**src/rtl/trct_pkg.sv**
```systemverilog
package trct_pkg;

    // Field widths
    localparam int unsigned CMD_W  = 3;
    localparam int unsigned IDX_W  = 4;
    localparam int unsigned DATA_W = 16;
    localparam int unsigned IRQ_W  = 3;
    localparam int unsigned UNITS  = 3;

    // Commands
    localparam logic [CMD_W-1:0] CMD_TICK   = 3'd0;
    localparam logic [CMD_W-1:0] CMD_READ   = 3'd1;
    localparam logic [CMD_W-1:0] CMD_WRITE  = 3'd2;
    localparam logic [CMD_W-1:0] CMD_HBLANK = 3'd3;
    localparam logic [CMD_W-1:0] CMD_VBLANK = 3'd4;

    // Register offsets inside one unit's window
    localparam logic [1:0] REG_COUNT   = 2'd0;
    localparam logic [1:0] REG_CONTROL = 2'd1;
    localparam logic [1:0] REG_COMPARE = 2'd2;

    // Prescaler step and period per unit
    localparam logic [DATA_W-1:0] STEP_U0   = 16'd11;
    localparam logic [DATA_W-1:0] STEP_U1   = 16'd11;
    localparam logic [DATA_W-1:0] STEP_U2   = 16'd1;
    localparam logic [DATA_W-1:0] PERIOD_U0 = 16'(7 * 4);
    localparam logic [DATA_W-1:0] PERIOD_U1 = 16'(7 * 3413);
    localparam logic [DATA_W-1:0] PERIOD_U2 = 16'd8;

    // Operation handed from the input stage to every timer unit
    typedef struct packed {
        logic              fire;
        logic [CMD_W-1:0]  cmd;
        logic [1:0]        unit_sel;
        logic [1:0]        reg_sel;
        logic [DATA_W-1:0] data;
        logic              level;
    } t_trct_op;

    // What one unit returns for the current operation
    typedef struct packed {
        logic [DATA_W-1:0] rd_data;
        logic              irq;
    } t_trct_res;

    function automatic logic [DATA_W-1:0] step_of(input logic [1:0] unit);
        logic [DATA_W-1:0] s;
        case (unit)
            2'd0:    s = STEP_U0;
            2'd1:    s = STEP_U1;
            default: s = STEP_U2;
        endcase
        return s;
    endfunction

    function automatic logic [DATA_W-1:0] period_of(input logic [1:0] unit);
        logic [DATA_W-1:0] p;
        case (unit)
            2'd0:    p = PERIOD_U0;
            2'd1:    p = PERIOD_U1;
            default: p = PERIOD_U2;
        endcase
        return p;
    endfunction

    // Gate decode: 0 runs while blank low, 1 always, 2 while blank high, 3 never
    function automatic logic gate_decode(input logic [1:0] mode, input logic level);
        logic g;
        case (mode)
            2'd0:    g = ~level;
            2'd1:    g = 1'b1;
            2'd2:    g = level;
            default: g = 1'b0;
        endcase
        return g;
    endfunction

endpackage

```
**src/rtl/trct_if.sv**
```systemverilog
interface trct_in_if import trct_pkg::*; ();
    logic              valid;
    logic              ready;
    logic [CMD_W-1:0]  command;
    logic [IDX_W-1:0]  register_index;
    logic [DATA_W-1:0] write_data;
    logic              blank_level;

    modport source (output valid, command, register_index, write_data, blank_level,
                    input ready);
    modport sink   (input valid, command, register_index, write_data, blank_level,
                    output ready);
endinterface

interface trct_out_if import trct_pkg::*; ();
    logic              valid;
    logic              ready;
    logic [DATA_W-1:0] read_data;
    logic [IRQ_W-1:0]  irq_pulses;

    modport source (output valid, read_data, irq_pulses, input ready);
    modport sink   (input valid, read_data, irq_pulses, output ready);
endinterface

```
**src/rtl/triple_root_counter_timer_top.sv**
```systemverilog
// Throughput: one beat per cycle while o_out.ready does not stall the result stage;
// the input register and result register form a two-stage pipe, and timer state
// updates as a beat leaves the input stage.
// Reset (i_rst_n, synchronous, active low): counters, compares and controls
// clear, prescaler credits load their periods, both pipe stages empty.
module triple_root_counter_timer_top import trct_pkg::*; (
    input  logic        i_clk,
    input  logic        i_rst_n,
    trct_in_if.sink     i_in,
    trct_out_if.source  o_out
);

    logic              r_in_vld;
    logic [CMD_W-1:0]  r_cmd;
    logic [IDX_W-1:0]  r_idx;
    logic [DATA_W-1:0] r_data;
    logic              r_level;

    logic              r_out_vld;
    logic [DATA_W-1:0] r_rd_data;
    logic [IRQ_W-1:0]  r_irq;

    logic              r_hblank, n_hblank;
    logic              r_vblank, n_vblank;

    logic              out_take;
    logic              in_adv;
    t_trct_op          op;
    t_trct_res         res [UNITS];
    logic [DATA_W-1:0] rd_or;
    logic [IRQ_W-1:0]  irq_vec;

    // Pipe handshake
    assign out_take   = !r_out_vld || o_out.ready;
    assign in_adv     = r_in_vld && out_take;
    assign i_in.ready = !r_in_vld || out_take;

    assign op.fire     = in_adv;
    assign op.cmd      = r_cmd;
    assign op.unit_sel = r_idx[3:2];
    assign op.reg_sel  = r_idx[1:0];
    assign op.data     = r_data;
    assign op.level    = r_level;

    // Timer units
    trct_unit #(.UNIT_ID(0)) u_unit0 (
        .i_clk(i_clk), .i_rst_n(i_rst_n), .i_op(op),
        .i_blank_now(r_hblank), .o_res(res[0])
    );
    trct_unit #(.UNIT_ID(1)) u_unit1 (
        .i_clk(i_clk), .i_rst_n(i_rst_n), .i_op(op),
        .i_blank_now(r_vblank), .o_res(res[1])
    );
    trct_unit #(.UNIT_ID(2)) u_unit2 (
        .i_clk(i_clk), .i_rst_n(i_rst_n), .i_op(op),
        .i_blank_now(1'b1), .o_res(res[2])
    );

    // Only the selected unit drives nonzero read data
    assign rd_or   = res[0].rd_data | res[1].rd_data | res[2].rd_data;
    assign irq_vec = {res[2].irq, res[1].irq, res[0].irq};

    // Blank levels
    always_comb begin
        n_hblank = r_hblank;
        n_vblank = r_vblank;
        if (in_adv && r_cmd == CMD_HBLANK) begin
            n_hblank = r_level;
        end
        if (in_adv && r_cmd == CMD_VBLANK) begin
            n_vblank = r_level;
        end
    end

    // Control registers
    always_ff @(posedge i_clk) begin
        if (!i_rst_n) begin
            r_in_vld  <= 1'b0;
            r_out_vld <= 1'b0;
            r_hblank  <= 1'b0;
            r_vblank  <= 1'b0;
        end else begin
            r_hblank <= n_hblank;
            r_vblank <= n_vblank;
            if (i_in.ready) begin
                r_in_vld <= i_in.valid;
            end
            if (out_take) begin
                r_out_vld <= r_in_vld;
            end
        end
    end

    // Input stage payload
    always_ff @(posedge i_clk) begin
        if (i_in.valid && i_in.ready) begin
            r_cmd   <= i_in.command;
            r_idx   <= i_in.register_index;
            r_data  <= i_in.write_data;
            r_level <= i_in.blank_level;
        end
    end

    // Result stage payload
    always_ff @(posedge i_clk) begin
        if (in_adv) begin
            r_rd_data <= rd_or;
            r_irq     <= irq_vec;
        end
    end

    assign o_out.valid      = r_out_vld;
    assign o_out.read_data  = r_rd_data;
    assign o_out.irq_pulses = r_irq;

endmodule

```
**src/rtl/trct_unit.sv**
```systemverilog
module trct_unit import trct_pkg::*; #(
    parameter int unsigned UNIT_ID = 0
) (
    input  logic      i_clk,
    input  logic      i_rst_n,
    input  t_trct_op  i_op,
    input  logic      i_blank_now,
    output t_trct_res o_res
);

    localparam logic [1:0]        UID    = UNIT_ID[1:0];
    localparam logic [DATA_W-1:0] STEP   = step_of(UID);
    localparam logic [DATA_W-1:0] PERIOD = period_of(UID);
    localparam int unsigned       PE_BIT = (UNIT_ID == 2) ? 9 : 8;

    typedef struct packed {
        logic armed;
        logic line;
        logic pulse;
    } t_irq_st;

    // One interrupt event: only while armed; toggle mode may swallow the pulse
    function automatic t_irq_st irq_event(input t_irq_st s, input logic ev,
                                          input logic rpt, input logic tgl);
        t_irq_st r;
        r = s;
        if (ev && s.armed) begin
            r.armed = rpt;
            if (tgl && !s.line) begin
                r.line = 1'b1;
            end else begin
                r.line  = 1'b0;
                r.pulse = 1'b1;
            end
        end
        return r;
    endfunction

    logic [DATA_W-1:0] r_count,  n_count;
    logic [DATA_W-1:0] r_cmp,    n_cmp;
    logic [DATA_W-1:0] r_credit, n_credit;
    logic              r_sync_en, n_sync_en;
    logic [1:0]        r_sync_mode, n_sync_mode;
    logic              r_roc, n_roc;
    logic              r_cmp_irq_en, n_cmp_irq_en;
    logic              r_wrap_irq_en, n_wrap_irq_en;
    logic              r_repeat, n_repeat;
    logic              r_toggle, n_toggle;
    logic              r_pre_en, n_pre_en;
    logic              r_armed, n_armed;
    logic              r_line, n_line;
    logic              r_cmp_hit, n_cmp_hit;
    logic              r_wrap_hit, n_wrap_hit;
    logic              r_gate, n_gate;

    logic              sel;
    logic              credit_out;
    logic              adv;
    logic [DATA_W-1:0] cnt_inc;
    logic              wrap_ev;
    logic              cmp_ev;
    t_irq_st           irq_a, irq_b, irq_c;
    logic [DATA_W-1:0] ctrl_word;

    assign sel        = (i_op.unit_sel == UID);
    assign credit_out = (r_credit <= STEP);
    assign adv        = (!r_pre_en || credit_out) && r_gate;
    assign cnt_inc    = r_count + 16'd1;
    assign wrap_ev    = (cnt_inc == '0);
    assign cmp_ev     = (cnt_inc == r_cmp);

    // Interrupts from wrap first, then from compare
    assign irq_a = '{armed: r_armed, line: r_line, pulse: 1'b0};
    assign irq_b = irq_event(irq_a, wrap_ev && r_wrap_irq_en, r_repeat, r_toggle);
    assign irq_c = irq_event(irq_b, cmp_ev && r_cmp_irq_en, r_repeat, r_toggle);

    assign ctrl_word = {3'b000, r_wrap_hit, r_cmp_hit, r_line, 1'b0, r_pre_en,
                        r_toggle, r_repeat, r_wrap_irq_en, r_cmp_irq_en, r_roc,
                        r_sync_mode, r_sync_en};

    // Next state for the operation in the input stage
    always_comb begin
        n_count       = r_count;
        n_cmp         = r_cmp;
        n_credit      = r_credit;
        n_sync_en     = r_sync_en;
        n_sync_mode   = r_sync_mode;
        n_roc         = r_roc;
        n_cmp_irq_en  = r_cmp_irq_en;
        n_wrap_irq_en = r_wrap_irq_en;
        n_repeat      = r_repeat;
        n_toggle      = r_toggle;
        n_pre_en      = r_pre_en;
        n_armed       = r_armed;
        n_line        = r_line;
        n_cmp_hit     = r_cmp_hit;
        n_wrap_hit    = r_wrap_hit;
        n_gate        = r_gate;
        o_res.rd_data = '0;
        o_res.irq     = 1'b0;
        if (i_op.fire) begin
            case (i_op.cmd)
                CMD_TICK: begin
                    if (r_pre_en) begin
                        n_credit = credit_out ? (r_credit + (PERIOD - STEP))
                                              : (r_credit - STEP);
                    end
                    if (adv) begin
                        n_count    = (cmp_ev && r_roc) ? '0 : cnt_inc;
                        n_wrap_hit = r_wrap_hit | wrap_ev;
                        n_cmp_hit  = r_cmp_hit | cmp_ev;
                        n_armed    = irq_c.armed;
                        n_line     = irq_c.line;
                        o_res.irq  = irq_c.pulse;
                    end
                end
                CMD_READ: begin
                    if (sel) begin
                        case (i_op.reg_sel)
                            REG_COUNT:   o_res.rd_data = r_count;
                            REG_CONTROL: begin
                                o_res.rd_data = ctrl_word;
                                n_cmp_hit     = 1'b0;
                                n_wrap_hit    = 1'b0;
                            end
                            REG_COMPARE: o_res.rd_data = r_cmp;
                            default:     o_res.rd_data = '0;
                        endcase
                    end
                end
                CMD_WRITE: begin
                    if (sel) begin
                        case (i_op.reg_sel)
                            REG_COUNT:   n_count = i_op.data;
                            REG_CONTROL: begin
                                n_count       = '0;
                                n_armed       = 1'b1;
                                n_line        = 1'b1;
                                n_sync_en     = i_op.data[0];
                                n_sync_mode   = i_op.data[2:1];
                                n_roc         = i_op.data[3];
                                n_cmp_irq_en  = i_op.data[4];
                                n_wrap_irq_en = i_op.data[5];
                                n_repeat      = i_op.data[6];
                                n_toggle      = i_op.data[7];
                                n_pre_en      = i_op.data[PE_BIT];
                                n_gate        = i_op.data[0]
                                              ? gate_decode(i_op.data[2:1], i_blank_now)
                                              : 1'b1;
                            end
                            REG_COMPARE: n_cmp = i_op.data;
                            default:     n_cmp = r_cmp;
                        endcase
                    end
                end
                CMD_HBLANK: begin
                    if (UNIT_ID == 0 && r_sync_en) begin
                        n_gate = gate_decode(r_sync_mode, i_op.level);
                    end
                end
                CMD_VBLANK: begin
                    if (UNIT_ID == 1 && r_sync_en) begin
                        n_gate = gate_decode(r_sync_mode, i_op.level);
                    end
                end
                default: begin
                    n_gate = r_gate;
                end
            endcase
        end
    end

    // Timer state
    always_ff @(posedge i_clk) begin
        if (!i_rst_n) begin
            r_count       <= '0;
            r_cmp         <= '0;
            r_credit      <= PERIOD;
            r_sync_en     <= 1'b0;
            r_sync_mode   <= '0;
            r_roc         <= 1'b0;
            r_cmp_irq_en  <= 1'b0;
            r_wrap_irq_en <= 1'b0;
            r_repeat      <= 1'b0;
            r_toggle      <= 1'b0;
            r_pre_en      <= 1'b0;
            r_armed       <= 1'b0;
            r_line        <= 1'b0;
            r_cmp_hit     <= 1'b0;
            r_wrap_hit    <= 1'b0;
            r_gate        <= 1'b0;
        end else begin
            r_count       <= n_count;
            r_cmp         <= n_cmp;
            r_credit      <= n_credit;
            r_sync_en     <= n_sync_en;
            r_sync_mode   <= n_sync_mode;
            r_roc         <= n_roc;
            r_cmp_irq_en  <= n_cmp_irq_en;
            r_wrap_irq_en <= n_wrap_irq_en;
            r_repeat      <= n_repeat;
            r_toggle      <= n_toggle;
            r_pre_en      <= n_pre_en;
            r_armed       <= n_armed;
            r_line        <= n_line;
            r_cmp_hit     <= n_cmp_hit;
            r_wrap_hit    <= n_wrap_hit;
            r_gate        <= n_gate;
        end
    end

endmodule
```
**src/flat_wrapper.sv**
```systemverilog
// flat-port wrapper written by rule: the top's interface ports become plain ports
module triple_root_counter_timer_top_flat import trct_pkg::*;
  (i_clk, i_rst_n, i_in_valid, i_in_command, i_in_register_index, i_in_write_data, i_in_blank_level, i_in_ready, o_out_valid, o_out_read_data, o_out_irq_pulses, o_out_ready);
  trct_in_if i_in_i ();
  trct_out_if o_out_i ();
  input  logic i_clk;
  input  logic i_rst_n;
  input wire logic [$bits(i_in_i.valid)-1:0] i_in_valid;
  input wire logic [$bits(i_in_i.command)-1:0] i_in_command;
  input wire logic [$bits(i_in_i.register_index)-1:0] i_in_register_index;
  input wire logic [$bits(i_in_i.write_data)-1:0] i_in_write_data;
  input wire logic [$bits(i_in_i.blank_level)-1:0] i_in_blank_level;
  output wire logic [$bits(i_in_i.ready)-1:0] i_in_ready;
  output wire logic [$bits(o_out_i.valid)-1:0] o_out_valid;
  output wire logic [$bits(o_out_i.read_data)-1:0] o_out_read_data;
  output wire logic [$bits(o_out_i.irq_pulses)-1:0] o_out_irq_pulses;
  input wire logic [$bits(o_out_i.ready)-1:0] o_out_ready;
  assign i_in_i.valid = i_in_valid;
  assign i_in_i.command = i_in_command;
  assign i_in_i.register_index = i_in_register_index;
  assign i_in_i.write_data = i_in_write_data;
  assign i_in_i.blank_level = i_in_blank_level;
  assign i_in_ready = i_in_i.ready;
  assign o_out_valid = o_out_i.valid;
  assign o_out_read_data = o_out_i.read_data;
  assign o_out_irq_pulses = o_out_i.irq_pulses;
  assign o_out_i.ready = o_out_ready;
  triple_root_counter_timer_top u_core (.i_clk(i_clk), .i_rst_n(i_rst_n), .i_in(i_in_i), .o_out(o_out_i));
endmodule
```
**config.mk**
```make
export PLATFORM = sky130hd
export DESIGN_NAME = triple_root_counter_timer_top_flat
export DESIGN_NICKNAME = d
export VERILOG_FILES = /design/src/rtl/trct_pkg.sv /design/src/rtl/trct_if.sv /design/src/rtl/triple_root_counter_timer_top.sv /design/src/rtl/trct_unit.sv /design/src/flat_wrapper.sv
export SDC_FILE = /design/constraint.sdc
export NUM_CORES = 1
export LEC_CHECK = 0
export BUFFER_PORTS_ARGS = -buffer_cell sky130_fd_sc_hd__buf_2
export CORE_MARGIN = 4
export CORE_UTILIZATION = 55
export DETAILED_ROUTE_END_ITERATION = 10
export PLACE_DENSITY_LB_ADDON = 0.1
export SYNTH_ARGS = -nofsm -noshare
export SYNTH_HDL_FRONTEND = slang
export SYNTH_SLANG_ARGS = --single-unit
```
**constraint.sdc**
```tcl
create_clock -name i_clk -period 3.2 [get_ports i_clk]
set_input_delay 0.48 -clock i_clk [delete_from_list [all_inputs] [get_ports i_clk]]
set_output_delay 0.48 -clock i_clk [all_outputs]
set_load 0.1 [all_outputs]
```
==> flow_summary_export.csv <==
group,metric,value,unit
synthesis,synthMostInstantiatedCell,"sky130_fd_sc_hd__nand2_1",
pwr,power.sequential.fraction,47.4,%
pwr,vdd_drop_max,0.3772,mV
pwr,power_density_of_the_placed_cells,413.6,mW/mm^2
pwr,cell_internal_power_dissipation,0.004919,W
timing,finalCritPeriodShare,96.31,%
die,floorplan.core_area,0.02446,sq mm
synthesis,synth.cells.most_frequent,"sky130_fd_sc_hd__nand2_1 (232), sky130_fd_sc_hd__dfxtp_1 (190), sky130_fd_sc_hd__nor2_1 (185)",
critical_path,cp-end-kind,"flop",
placed_design,dp_hpwl,33.74,mm
die,io_pins,49,
routing,detail_route.iter0.violations,1478,
synthesis,synth_top_area_share,27.66,%
flow_run,drv_cap,0,
finish,share_of_cells_above_drive_strength_1,14.14,%
clock_network,tritoncts,"done",
finish,ff_latch_area,0.005097,sq mm
clock_network,clkSlewWorstSetupHoldPaths,60,ps
die,dieArea,0.02759,sq mm
finish,fin_nets,1827,
timing,timing.fmax,0.3245,GHz
routing,wire_per_inst,21.73,um
placed_design,dp_slack,49.38,ps
global_routing,grt_pass1_wl,71.52,mm
timing,skew,17.13,ps
die,dieHeight,166.1,um
pwr,fin_total_pwr,0.006527,W
pwr,leakagePower,5.704,nW
pwr,switching_share,24.64,%
routing,drc_errors,0,
placed_design,gpl.final_weighted_congestion,1.019,
pwr,share_comb_of_total_power,6.6,%
timing,count_of_final_hold_check_violations,0,
synthesis,ys_dominant_reg_cell,"sky130_fd_sc_hd__dfxtp_1",
clock_network,cts.sinks,233,
pwr,switching_power,0.001608,W
die,initial_utilization,56.21,%
clock_network,ctsLongestPathBuffers,3,
routing,number_of_vias_per_cell_after_detailed_routing,6.350,
pwr,pwr-share-clk,46.0,%
synthesis,postSynthNetCount,1765,
placed_design,port_buffers,48,
die,row_count,57,
global_routing,global_route_usage_over_all_layers,32.15,%
critical_path,timing.critical_path.required,3660,ps
synthesis,gate_count_post_synth,1724,
finish,areaGrowthSynthToFinish,14.79,%
routing,drtAntennaViolNets,0,
routing,routed_wl,46.22,mm
synthesis,synth.avg_cell_area,7.976,sq um
synthesis,seq_area_frac_synth,37.05,%
synthesis,distinct_cell_type_count_after_synthesis,84,
timing,slew_violations,0,
critical_path,timing.reg2reg.setup_slack,120,ps
global_routing,grt_start_max_net_pins,73,
critical_path,worst-path-max-fanout,7,
outcome,run_status,"complete, no violations",
synthesis,yosys_warnings,0,
timing,tightest_slew,1153,ps
clock_network,cts_resized,0,
timing,period_minus_slack,3082,ps
critical_path,worst-setup-path-type,"reg -> reg",
synthesis,synth_area,0.01375,sq mm
synthesis,synth-edff-count,43,
global_routing,grt_pass1_vias,12580,
finish,antenna-diode-count,0,
synthesis,synth_top_cells_by_area,"sky130_fd_sc_hd__dfxtp_1 (28%), sky130_fd_sc_hd__edfxtp_1 (9.4%), sky130_fd_sc_hd__nand2_1 (6.3%)",
routing,total_number_of_vias,13510,
timing,report.final.setup_viol,0,
timing,max_slew_margin,23.12,%
clock_network,htree_num_levels,1,
clock_network,cts_hold_repair.buffers,0,
worst_hold_path,min_path_type,"in -> reg",
synthesis,synth.ff_latch_count,233,
die,die_x,166.1,um
clock_network,post-cts-setup-buffers,0,
global_routing,initial_antenna_violation_count,0,
global_routing,globalRoute.totalOverflow,0,
critical_path,timing.critical_path.arrival,3540,ps
finish,multiInputGateArea,0.008045,sq mm
finish,final.fill_count,2204,
clock_network,cts.root.buffer_cell,"sky130_fd_sc_hd__clkbuf_16",
synthesis,area_leader_netlist,"sky130_fd_sc_hd__dfxtp_1",
synthesis,postSynth.asyncResetShare,0,%
clock_network,number_of_buffers_added_by_the_clock_tree_synthesis_step,26,
routing,drt_pre_antenna_iters,7,
clock_network,worst_skew_pair.late_latency,550,ps
critical_path,critical_path.startpoint_type,"flop",
timing,postLayoutSetupSlackWorst,118.2,ps
area by class of cell:
class | count | area share [%]
inverter | 31 | 0.7531
clock buffer | 41 | 5.065
tap | 324 | 2.568
timing repair buffer | 177 | 8.054
clock inverter | 4 | 0.2933
sequential | 233 | 32.29
multi-input combinational | 1317 | 50.97
worst paths after layout:
| check | from | to | depth (start not counted) |
|---|---|---|---|
| worst max-delay path | u_core.u_unit0.r_count[4] | u_core.u_unit0.r_line | 8 |
| worst min-delay path | i_in_command[0] | u_core.r_cmd[0] | 1 |
| worst max register to register | u_core.u_unit0.r_count[4] | u_core.u_unit0.r_line | 8 |
| worst min register to register | u_core.u_unit0.r_credit[15] | u_core.u_unit0.r_credit[15] | 2 |
metrics by stage:
| stage | cells | hold WS, ps | util, % | cell area (sq um) | setup TNS (ps) |
|---|---|---|---|---|---|
| global route | 2127 | 104.0 | 64.52 | 15780 | -14.87 |
| detailed placement | 2082 | 432.5 | 60.70 | 14850 | 0 |
| floorplan | 1724 | 412.5 | - | 13750 | 0 |
| global placement | 2082 | 423.3 | 60.70 | 14850 | 0 |
| finish | 2127 | 111.3 | 64.52 | 15780 | 0 |
| CTS | 2127 | 95.09 | 64.16 | 15690 | 0 |
layout by cell type (no fill, tap or decap), drive strengths merged, types with 43 or more instances in the layout:
cell,count
mux2i,65
buf,177
xnor2,58
o21ai,84
dfxtp,190
nand2,232
nor2,185
nand3,55
a21oi,145
edfxtp,43
critical path, stage by stage, from the launching register on:
cell	delay [ps]
sky130_fd_sc_hd__dfxtp_1	450
sky130_fd_sc_hd__nand4_1	290
sky130_fd_sc_hd__nor3_1	400
sky130_fd_sc_hd__xnor2_1	160
sky130_fd_sc_hd__a2111o_1	400
sky130_fd_sc_hd__or4b_1	530
sky130_fd_sc_hd__o31a_1	360
sky130_fd_sc_hd__o31a_1	290
sky130_fd_sc_hd__nor3_1	120
power groups by stage:
stage | Sequential (W) | Clock [W] | Combinational [W]
final | 0.00309 | 0.00300 | 0.000432
after global routing | 0.00309 | 0.00317 | 0.000451
after CTS | 0.00309 | 0.00304 | 0.000421
after detailed placement | 0.00315 | 0 | 0.000419
after global placement | 0.00315 | 0 | 0.000416
after floorplan | 0.00319 | 0 | 0.000207
logic make-up (layout without fill, tap and decap cells):
family                     count (synthesis)  after routing  share of synthesized area [%]
AOI/OAI and AO/OA                        423            423                          19.57
xor gates and xnor gates                 103            103                          6.970
adders and majority gates                 13             13                          1.183
buffers and inverters                    174            253                          5.159
DFF                                      233            233                          37.05
muxes                                     67             67                          4.977
and+or+nand+nor                          711            711                          25.09
registers in the layout (all words and copies together) (netlist names), 2 cells and up:
name	count
u_core.r_idx	4
u_core.u_unit0.r_cmp	16
u_core.u_unit0.r_count	16
u_core.u_unit0.r_sync_mode	2
u_core.u_unit1.r_cmp	16
u_core.u_unit1.r_count	16
u_core.u_unit1.r_credit	16
u_core.o_out.irq_pulses	3
u_core.u_unit2.r_sync_mode	2
u_core.u_unit2.r_count	16
u_core.o_out.read_data	16
u_core.u_unit0.r_credit	16
u_core.u_unit2.r_cmp	16
u_core.r_data	16
u_core.u_unit1.r_sync_mode	2
u_core.u_unit2.r_credit	16
u_core.r_cmd	3
per-layer routing:
layer	vias to the layer above	global-route usage (%)	part of all wire (%)
met5	-	0	0
met4	0	13.31	4.8
met3	134	6.998	10
met2	653	50.43	44
met1	6409	43.23	41
li1	6310	-	-
No activity file was read; power rests on OpenSTA's default activity.
